**config.mk**
```make
export PLATFORM = sky130hd
export DESIGN_NAME = ethertype_demux_table_top
export DESIGN_NICKNAME = d
export VERILOG_FILES = /design/src/rtl/ethdt_pkg.sv /design/src/rtl/ethdt_match.sv /design/src/rtl/ethdt_ctrl.sv /design/src/rtl/ethdt_ctrl_unused_guard.sv /design/src/rtl/ethertype_demux_table_top.sv
export SDC_FILE = /design/constraint.sdc
export NUM_CORES = 1
export LEC_CHECK = 0
export ABC_AREA = 1
export BUFFER_PORTS_ARGS = -buffer_cell sky130_fd_sc_hd__buf_4
export CORE_UTILIZATION = 60
export DETAILED_ROUTE_END_ITERATION = 8
export PLACE_DENSITY = 0.8
export SLEW_MARGIN = 20
export SYNTH_ARGS = -nofsm -noshare
export SYNTH_HDL_FRONTEND = slang
export SYNTH_SLANG_ARGS = --single-unit
```
**constraint.sdc**
```tcl
create_clock -name clk -period 7.1 [get_ports clk]
set_clock_uncertainty 0.2 [all_clocks]
set_input_delay 0.355 -clock clk [delete_from_list [all_inputs] [get_ports clk]]
set_output_delay 0.355 -clock clk [all_outputs]
set_load 0.1 [all_outputs]
```
**src/rtl/ethdt_pkg.sv**
```systemverilog
// ----------------------------------------------------------------------------
// ethdt_pkg
// Shared types and constants for the Ethernet type demultiplexing table.
// ----------------------------------------------------------------------------
package ethdt_pkg;

  localparam int TABLE_ENTRIES = 8;
  localparam int IDX_W = (TABLE_ENTRIES > 1) ? $clog2(TABLE_ENTRIES) : 1;
  localparam logic [IDX_W-1:0] LAST_IDX = IDX_W'(TABLE_ENTRIES - 1);

  // operation codes
  localparam logic [1:0] OP_LOOKUP = 2'd0;
  localparam logic [1:0] OP_ADD    = 2'd1;
  localparam logic [1:0] OP_DELETE = 2'd2;

  // status codes
  localparam logic [2:0] STAT_OK      = 3'd0;
  localparam logic [2:0] STAT_NOMATCH = 3'd1;
  localparam logic [2:0] STAT_INVALID = 3'd2;
  localparam logic [2:0] STAT_EXISTS  = 3'd3;
  localparam logic [2:0] STAT_FULL    = 3'd4;
  localparam logic [2:0] STAT_SKIPPED = 3'd5;

  // destination classes
  localparam logic [1:0] CLS_OWN     = 2'd0;
  localparam logic [1:0] CLS_BCAST   = 2'd1;
  localparam logic [1:0] CLS_MCAST   = 2'd2;
  localparam logic [1:0] CLS_FOREIGN = 2'd3;

  localparam logic [15:0] MIN_FRAME   = 16'd14;
  localparam logic [47:0] BCAST_MAC   = 48'hFFFF_FFFF_FFFF;
  localparam logic [47:0] OWN_MAC_RST = 48'h0200_0000_0000;
  localparam int          GROUP_BIT   = 40;

  typedef enum logic [1:0] {
    ST_IDLE,
    ST_SCAN,
    ST_FREE,
    ST_DONE
  } state_t;

  // request handed from the top level to the sequencer
  typedef struct packed {
    logic [1:0]  op;
    logic [15:0] eth_type;
    logic [31:0] proto_id;
    logic        desc_valid;
    logic        last_desc;
    logic        short_frame;
  } req_t;

  // finished result from the sequencer
  typedef struct packed {
    logic [2:0]  status;
    logic [31:0] proto;
  } res_t;

  // compare unit flags
  typedef struct packed {
    logic type_eq;
    logic proto_eq;
  } match_t;

endpackage

```
**src/rtl/ethdt_match.sv**
```systemverilog
// ----------------------------------------------------------------------------
// ethdt_match
// Shared compare unit: one table entry against the request key.
// ----------------------------------------------------------------------------
module ethdt_match (
  input  logic [15:0]       entry_type,
  input  logic [31:0]       entry_proto,
  input  logic [15:0]       key_type,
  input  logic [31:0]       key_proto,
  output ethdt_pkg::match_t flags
);

  assign flags.type_eq  = (entry_type == key_type);
  assign flags.proto_eq = (entry_proto == key_proto);

endmodule

```
**src/rtl/ethdt_ctrl.sv**
```systemverilog
// ----------------------------------------------------------------------------
// ethdt_ctrl
// Sequencer and table store; walks one entry per cycle through the
// shared compare unit.
// ----------------------------------------------------------------------------
module ethdt_ctrl (
  input  logic              clk,
  input  logic              rst,
  input  logic              start,
  input  ethdt_pkg::req_t   req_in,
  output logic              idle,
  output logic              res_valid,
  input  logic              res_ready,
  output ethdt_pkg::res_t   res
);

  ethdt_pkg::state_t state, state_next;
  ethdt_pkg::req_t   req, req_next;
  logic [ethdt_pkg::IDX_W-1:0] idx, idx_next;
  logic [ethdt_pkg::IDX_W-1:0] slot, slot_next;
  logic slot_found, slot_found_next;
  logic [2:0]  status, status_next;
  logic [31:0] pout, pout_next;
  logic aborted, aborted_next;
  logic [ethdt_pkg::TABLE_ENTRIES-1:0] used, used_next;

  logic [15:0] entry_type  [ethdt_pkg::TABLE_ENTRIES];
  logic [31:0] entry_proto [ethdt_pkg::TABLE_ENTRIES];

  logic        wr_en;
  logic [ethdt_pkg::IDX_W-1:0] wr_slot;
  logic [15:0] rd_type;
  logic [31:0] rd_proto;
  logic        rd_used;
  logic        last_idx;
  ethdt_pkg::match_t m;

  assign rd_type  = entry_type[idx];
  assign rd_proto = entry_proto[idx];
  assign rd_used  = used[idx];
  assign last_idx = (idx == ethdt_pkg::LAST_IDX);

  ethdt_match u_match (
    .entry_type (rd_type),
    .entry_proto(rd_proto),
    .key_type   (req.eth_type),
    .key_proto  (req.proto_id),
    .flags      (m)
  );

  always_ff @(posedge clk) begin
    if (rst) begin
      state   <= ethdt_pkg::ST_IDLE;
      used    <= '0;
      aborted <= 1'b0;
    end else begin
      state   <= state_next;
      used    <= used_next;
      aborted <= aborted_next;
    end
  end

  always_ff @(posedge clk) begin
    req        <= req_next;
    idx        <= idx_next;
    slot       <= slot_next;
    slot_found <= slot_found_next;
    status     <= status_next;
    pout       <= pout_next;
    if (wr_en) begin
      entry_type[wr_slot]  <= req.eth_type;
      entry_proto[wr_slot] <= req.proto_id;
    end
  end

  always_comb begin
    state_next      = state;
    req_next        = req;
    idx_next        = idx;
    slot_next       = slot;
    slot_found_next = slot_found;
    status_next     = status;
    pout_next       = pout;
    aborted_next    = aborted;
    used_next       = used;
    wr_en           = 1'b0;
    wr_slot         = slot_found ? slot : idx;
    res_valid       = 1'b0;

    case (state)
      ethdt_pkg::ST_IDLE: begin
        if (start) begin
          req_next        = req_in;
          idx_next        = '0;
          slot_found_next = 1'b0;
          pout_next       = '0;
          case (req_in.op)
            ethdt_pkg::OP_LOOKUP: begin
              if (req_in.short_frame) begin
                status_next = ethdt_pkg::STAT_NOMATCH;
                state_next  = ethdt_pkg::ST_DONE;
              end else begin
                state_next = ethdt_pkg::ST_SCAN;
              end
            end
            ethdt_pkg::OP_ADD: begin
              if (aborted) begin
                status_next = ethdt_pkg::STAT_SKIPPED;
                if (req_in.last_desc) aborted_next = 1'b0;
                state_next = ethdt_pkg::ST_DONE;
              end else if (!req_in.desc_valid) begin
                status_next = ethdt_pkg::STAT_INVALID;
                state_next  = ethdt_pkg::ST_FREE;
              end else begin
                state_next = ethdt_pkg::ST_SCAN;
              end
            end
            ethdt_pkg::OP_DELETE: begin
              status_next = ethdt_pkg::STAT_OK;
              state_next  = ethdt_pkg::ST_FREE;
            end
            default: begin
              status_next = ethdt_pkg::STAT_INVALID;
              state_next  = ethdt_pkg::ST_DONE;
            end
          endcase
        end
      end

      ethdt_pkg::ST_SCAN: begin
        if (req.op == ethdt_pkg::OP_LOOKUP) begin
          // first match wins
          if (rd_used && m.type_eq) begin
            status_next = ethdt_pkg::STAT_OK;
            pout_next   = rd_proto;
            state_next  = ethdt_pkg::ST_DONE;
          end else if (last_idx) begin
            status_next = ethdt_pkg::STAT_NOMATCH;
            state_next  = ethdt_pkg::ST_DONE;
          end else begin
            idx_next = idx + 1'b1;
          end
        end else begin
          if (rd_used && m.type_eq) begin
            if (m.proto_eq) begin
              status_next = ethdt_pkg::STAT_OK;
              state_next  = ethdt_pkg::ST_DONE;
            end else begin
              status_next = ethdt_pkg::STAT_EXISTS;
              idx_next    = '0;
              state_next  = ethdt_pkg::ST_FREE;
            end
          end else begin
            if (!rd_used && !slot_found) begin
              slot_next       = idx;
              slot_found_next = 1'b1;
            end
            if (last_idx) begin
              if (!slot_found && rd_used) begin
                status_next = ethdt_pkg::STAT_FULL;
                idx_next    = '0;
                state_next  = ethdt_pkg::ST_FREE;
              end else begin
                wr_en              = 1'b1;
                used_next[wr_slot] = 1'b1;
                status_next        = ethdt_pkg::STAT_OK;
                state_next         = ethdt_pkg::ST_DONE;
              end
            end else begin
              idx_next = idx + 1'b1;
            end
          end
        end
      end

      ethdt_pkg::ST_FREE: begin
        if (rd_used && m.proto_eq) used_next[idx] = 1'b0;
        if (last_idx) begin
          if (req.op == ethdt_pkg::OP_ADD) aborted_next = !req.last_desc;
          state_next = ethdt_pkg::ST_DONE;
        end else begin
          idx_next = idx + 1'b1;
        end
      end

      ethdt_pkg::ST_DONE: begin
        res_valid = 1'b1;
        if (res_ready) state_next = ethdt_pkg::ST_IDLE;
      end

      default: begin
        state_next = ethdt_pkg::ST_IDLE;
      end
    endcase
  end

  assign idle       = (state == ethdt_pkg::ST_IDLE);
  assign res.status = status;
  assign res.proto  = pout;

endmodule

```
**src/rtl/ethdt_ctrl_unused_guard.sv**
```systemverilog
// ----------------------------------------------------------------------------
// ethdt_cls
// Destination MAC classifier: own unicast, broadcast, multicast or foreign.
// ----------------------------------------------------------------------------
module ethdt_cls (
  input  logic [47:0] mac,
  input  logic [47:0] own_mac,
  output logic [1:0]  cls
);

  always_comb begin
    if (mac[ethdt_pkg::GROUP_BIT]) begin
      cls = (mac == ethdt_pkg::BCAST_MAC) ? ethdt_pkg::CLS_BCAST : ethdt_pkg::CLS_MCAST;
    end else begin
      cls = (mac == own_mac) ? ethdt_pkg::CLS_OWN : ethdt_pkg::CLS_FOREIGN;
    end
  end

endmodule

```
**src/rtl/ethertype_demux_table_top.sv**
```systemverilog
// ----------------------------------------------------------------------------
// ethertype_demux_table_top
// Ethernet type to protocol number table with lookup, add and delete.
// ----------------------------------------------------------------------------
// Request channel: in_valid / in_stall plus one port per field, taken on a
//   rising edge with in_valid high and in_stall low. in_stall is high in
//   reset and while the sequencer works on the previous request.
// Result channel: out_valid / out_stall plus status, dest_class, proto_out,
//   taken with out_valid high and out_stall low; a stalled result holds
//   steady in the output register. Config: cfg_we loads cfg_wdata into own_mac.
// Timing: one compare unit steps through the table, one entry per cycle.
//   Lookup scans 1 to 8 entries (stops at first hit); add scans up to 8 and
//   on failure makes a second pass of 8 to free the protocol; delete is one
//   pass. Short frames, skipped descriptors and unknown ops skip the scan and
//   go straight to the result; a new request is taken only once the previous
//   result has moved into the output register.
// A stalled receiver holds the request side off once a second result is ready.
// Reset: rst (synchronous) empties the table, clears the aborted-group flag
//   and loads own_mac with 02:00:00:00:00:00.
// ----------------------------------------------------------------------------
module ethertype_demux_table_top (
  input  logic        clk,
  input  logic        rst,
  // config
  input  logic        cfg_we,
  input  logic [47:0] cfg_wdata,
  // request channel
  input  logic        in_valid,
  output logic        in_stall,
  input  logic [1:0]  op,
  input  logic [47:0] dest_mac,
  input  logic [15:0] eth_type,
  input  logic [15:0] frame_length,
  input  logic [31:0] proto_id,
  input  logic        desc_valid,
  input  logic        last_desc,
  // result channel
  output logic        out_valid,
  input  logic        out_stall,
  output logic [2:0]  status,
  output logic [1:0]  dest_class,
  output logic [31:0] proto_out
);

  logic [47:0] own_mac;
  logic        idle;
  logic        start;
  logic        res_valid;
  logic        res_ready;
  logic [1:0]  cls_raw;
  logic [1:0]  cls;       // class held for the request in flight
  logic        short_frame;
  ethdt_pkg::req_t req;
  ethdt_pkg::res_t res;

  // station address register
  always_ff @(posedge clk) begin
    if (rst) begin
      own_mac <= ethdt_pkg::OWN_MAC_RST;
    end else if (cfg_we) begin
      own_mac <= cfg_wdata;
    end
  end

  assign in_stall    = rst || !idle;
  assign start       = in_valid && !in_stall;
  assign short_frame = (frame_length < ethdt_pkg::MIN_FRAME);

  // classify at acceptance; the user must see that own_mac only changes while idle; the block does not enforce it
  ethdt_cls u_cls (
    .mac    (dest_mac),
    .own_mac(own_mac),
    .cls    (cls_raw)
  );

  always_ff @(posedge clk) begin
    if (start) begin
      cls <= (op == ethdt_pkg::OP_LOOKUP && !short_frame) ? cls_raw
                                                          : ethdt_pkg::CLS_OWN;
    end
  end

  assign req.op          = op;
  assign req.eth_type    = eth_type;
  assign req.proto_id    = proto_id;
  assign req.desc_valid  = desc_valid;
  assign req.last_desc   = last_desc;
  assign req.short_frame = short_frame;

  ethdt_ctrl u_ctrl (
    .clk      (clk),
    .rst      (rst),
    .start    (start),
    .req_in   (req),
    .idle     (idle),
    .res_valid(res_valid),
    .res_ready(res_ready),
    .res      (res)
  );

  // output register; loads when empty or being drained this cycle
  assign res_ready = !out_valid || !out_stall;

  always_ff @(posedge clk) begin
    if (rst) begin
      out_valid <= 1'b0;
    end else if (res_ready) begin
      out_valid <= res_valid;
    end
  end

  always_ff @(posedge clk) begin
    if (res_ready && res_valid) begin
      status     <= res.status;
      dest_class <= cls;
      proto_out  <= res.proto;
    end
  end

endmodule

```
==> metrics.md <==
| Metric | Value |
|---|---|
| Min Tclk post-route | `4.88 ns` |
| Synthesized instance count | `2,274` |
| RSZ-0062 raised after global routing | `no` |
| Per-cell routed wire length | `19.0 µm` |
| Critical Path AT | `4.98 ns` |
| CTS tree | `yes` |
| Fin worst setup slack | `2.22 ns` |
| GR Layer Usage met1 | `0.369` |
| ANT nets after route | `0` |
| Max-cap viol count | `0` |
| Worst reg2reg path depth | `13` |
| Hold Crit Class | `in2reg` |
| Final WL | `60.1 mm` |
| Switch share | `0.332` |
| Largest net degree at the start of global routing | `125` |
| Internal power | `6.69 mW` |
| Top_reg_cell synth | `edfxtp_1` |
| Via count | `17,888` |
| Hold Vio Cnt, Final | `0` |
| Sequential-to-total area share from yosys stat | `0.686` |
| Worst-skew pair later-pin latency | `0.61 ns` |
| Tot Pwr | `10.0 mW` |
| Failing checks | `DRC` |
| Final Non-Filler Cells | `3,165` |
| Pre-CTS WS | `2.52 ns` |
| Initial antenna violation count | `3` |
| Final period utilization | `0.687` |
| Yosys warning count | `0` |
| Startpoint types | `register` |
| Worst-case clock buffer depth | `3` |
| Worst VDD drop | `0.236 mV` |
| Met2 GRT Util | `0.488` |
| Placer Congestion | `0.888` |
| Seq pwr share | `0.436` |
| WHS | `0.0355 ns` |
| Via count of the first global-routing pass | `17,627` |
| Hold Path Depth | `3` |
| Hold EP | `cls[0]` |
| Worst r2r dst | `u_ctrl.pout[15]` |
| Yosys reg bits | `579` |
| FP Rows | `73` |
| DP Cell Count | `2,932` |
| Clock Tree Root | `clkbuf_16` |
| Met3 usage | `0.0469` |
| Crit Path Class | `reg2reg` |
| Post-Syn Area | `24,400 µm²` |
| Clock H-tree levels | `2` |
| Status | `complete, but fails checks` |
| Initial core utilization | `0.612` |
| DRC Markers | `1` |
| Worst path required time | `7.20 ns` |
| Syn nets | `2,451` |
| Post-CTS setup buffer count | `0` |
| Post-DR vias/cell | `5.65` |
| First-pass GRT wire length | `91.7 mm` |
| Syn_area_per_cell | `10.7 µm²` |
| EDFF count, synth | `516` |
| TNS Setup | `0 ns` |
| GRT Residual Overflow | `0` |
| DP Wirelength | `33.1 mm` |
| Maximum operating frequency | `205 MHz` |
| Most common cell after layout, fill and taps aside | `edfxtp_1` |
| Power share of the combinational group | `0.252` |
| Hold wc startpoint | `in_valid` |
| Clock share of power | `0.312` |
| Most frequent cells in the layout | `516 x edfxtp_1, 427 x nand2_1, 372 x nor2_1` |
| Crit. End Element | `register` |
| Worst slew margin | `0.320` |
| R2r setup slk | `2.22 ns` |
| Layout cells sized above 1 | `0.140` |
| Crit-path max FO | `55` |
| Ys async rst share | `0` |
| Clock Sink Count | `579` |
| CTS Buf Count | `58` |
| Syn-to-layout area delta | `20.8%` |
| Final Setup Violations | `0` |
| Distinct cells, synth | `44` |
| Initial DRT Pass Iterations | `8` |
| PD cells | `339 nW/µm²` |
| # nets final | `2,764` |
| I/O Pins | `208` |
| CTS clk-pin slew, worst paths | `0.06 ns` |
| CORE AREA | `39,900 µm²` |
| Iter 0 DRT Violations | `1,660` |
| Die Wd | `204 µm` |
| Least-Margin Pin Slew | `1.02 ns` |
| Switch Pwr | `3.32 mW` |
| GRT Total Usage | `0.289` |
| Die area | `41,500 µm²` |
| Leak Pwr | `11.6 nW` |
| Number of port buffers | `206` |
| Post-cts resize count | `0` |
| Fin. max-slew vios | `0` |
| Die H | `204 µm` |
| Gr busiest metal | `met2` |
[Yosys cell counts (2+ instances only)]
cell type / number / area, µm²
a21oi_1: 55 / 275
inv_1: 198 / 743
or2_2: 16 / 100
o31ai_1: 6 / 45.0
nor2_4: 2 / 22.5
clkbuf_2: 2 / 10.0
nand4_1: 17 / 106
o2111ai_1: 7 / 61.3
a31oi_1: 2 / 12.5
buf_2: 17 / 85.1
o21ai_0: 164 / 821
o22ai_1: 4 / 25.0
inv_2: 4 / 15.0
nor2_2: 7 / 43.8
clkbuf_1: 29 / 109
buf_1: 15 / 56.3
nor4_1: 10 / 62.6
xor2_1: 4 / 35.0
nand2_1: 427 / 1600
o211ai_1: 4 / 30.0
nand3_1: 192 / 961
nor3_1: 14 / 70.1
xnor2_1: 13 / 114
a2111oi_0: 2 / 17.5
buf_6: 20 / 225
ha_1: 8 / 100
nor2_1: 376 / 1410
buf_4: 15 / 113
nand3b_1: 14 / 105
o21ai_1: 36 / 180
edfxtp_1: 516 / 15500
clkinv_1: 3 / 11.3
o41ai_1: 2 / 17.5
dfxtp_1: 63 / 1260
[flip-flops by register name, indices dropped and copies added (netlist names), named ones only]
signal,flops
u_ctrl.entry_proto,256
u_ctrl.entry_type,128
u_ctrl.req,51
own_mac,48
proto_out,32
u_ctrl.pout,32
u_ctrl.used,8
status,3
u_ctrl.idx,3
u_ctrl.slot,3
u_ctrl.status,3
cls,2
dest_class,2
u_ctrl.state,2
out_valid,1
u_ctrl.aborted,1
u_ctrl.slot_found,1
[critical path: stages (launching register included)]
cell      delay, ns
dfxtp_4        0.74
clkinv_2       0.91
nand3_1        0.34
nand3_1        0.13
nand3_1        0.17
nand2_1        0.07
nor2_1         0.18
nand2_1        0.13
nor2_2         0.17
nand3_4        0.17
nand2_1        0.14
nand2_1        0.10
nor2_4         0.68
buf_4          0.37
[metal layers]
layer  up-vias  part of all wire
met5         -                 0
met4         0             0.035
met3       173             0.078
met2       868              0.50
met1      8476              0.39
li1       8371                 -
[stage by stage]
step            util  instance area (µm²)
2_1_floorplan      -                24400
3_3_place_gp   0.660                26300
3_5_place_dp   0.660                26300
4_1_cts        0.739                29500
5_1_grt        0.740                29500
6_report       0.740                29500
[area by class of cell]
cell class / instances / area, µm²
Antenna cell: 3 / 7.51
Clock buffer: 75 / 1600
Clock inverter: 35 / 369
Fill cell: 2497 / 10400
Inverter: 205 / 776
Multi-Input combinational cell: 1392 / 6390
Sequential cell: 579 / 16800
Tap cell: 525 / 657
Timing Repair Buffer: 351 / 2960
[how the worst max path moves through the flow]
stage | start | end | slack, ns
2_1_floorplan | register | u_ctrl.entry_proto[0][0] | 1.43
3_3_place_gp | register | u_ctrl.pout[20] | 2.65
3_5_place_dp | register | u_ctrl.pout[20] | 2.52
4_1_cts | register | u_ctrl.pout[15] | 2.49
5_1_grt | register | u_ctrl.pout[15] | 1.98
6_report | register | u_ctrl.pout[15] | 2.22
[power by group through the flow]
stage	registers [mW]	clock network (mW)	logic, mW
after global placement	4.40	0	2.33
after global routing	4.39	3.28	2.78
after detailed placement	4.42	0	2.41
after floorplan	4.46	0	1.72
after CTS	4.36	3.16	2.50
final	4.36	3.12	2.52
[timing repair]
action	in CTS	in global routing
endpoints found under the hold margin	112	0
hold buffers	120	0
setup endpoints to repair	0	0
[cells by family after synthesis]
kind of cell	Yosys count	share of synthesized area
AND/OR/NAND/NOR	1081	0.186
flip-flops	579	0.686
buffers and inverters	303	0.0560
AO/OA/AOI/OAI	286	0.0622
XOR/XNOR	17	0.00609
adder cells (fa/ha/maj)	8	0.00410
Power figures use the tool's default switching activity.
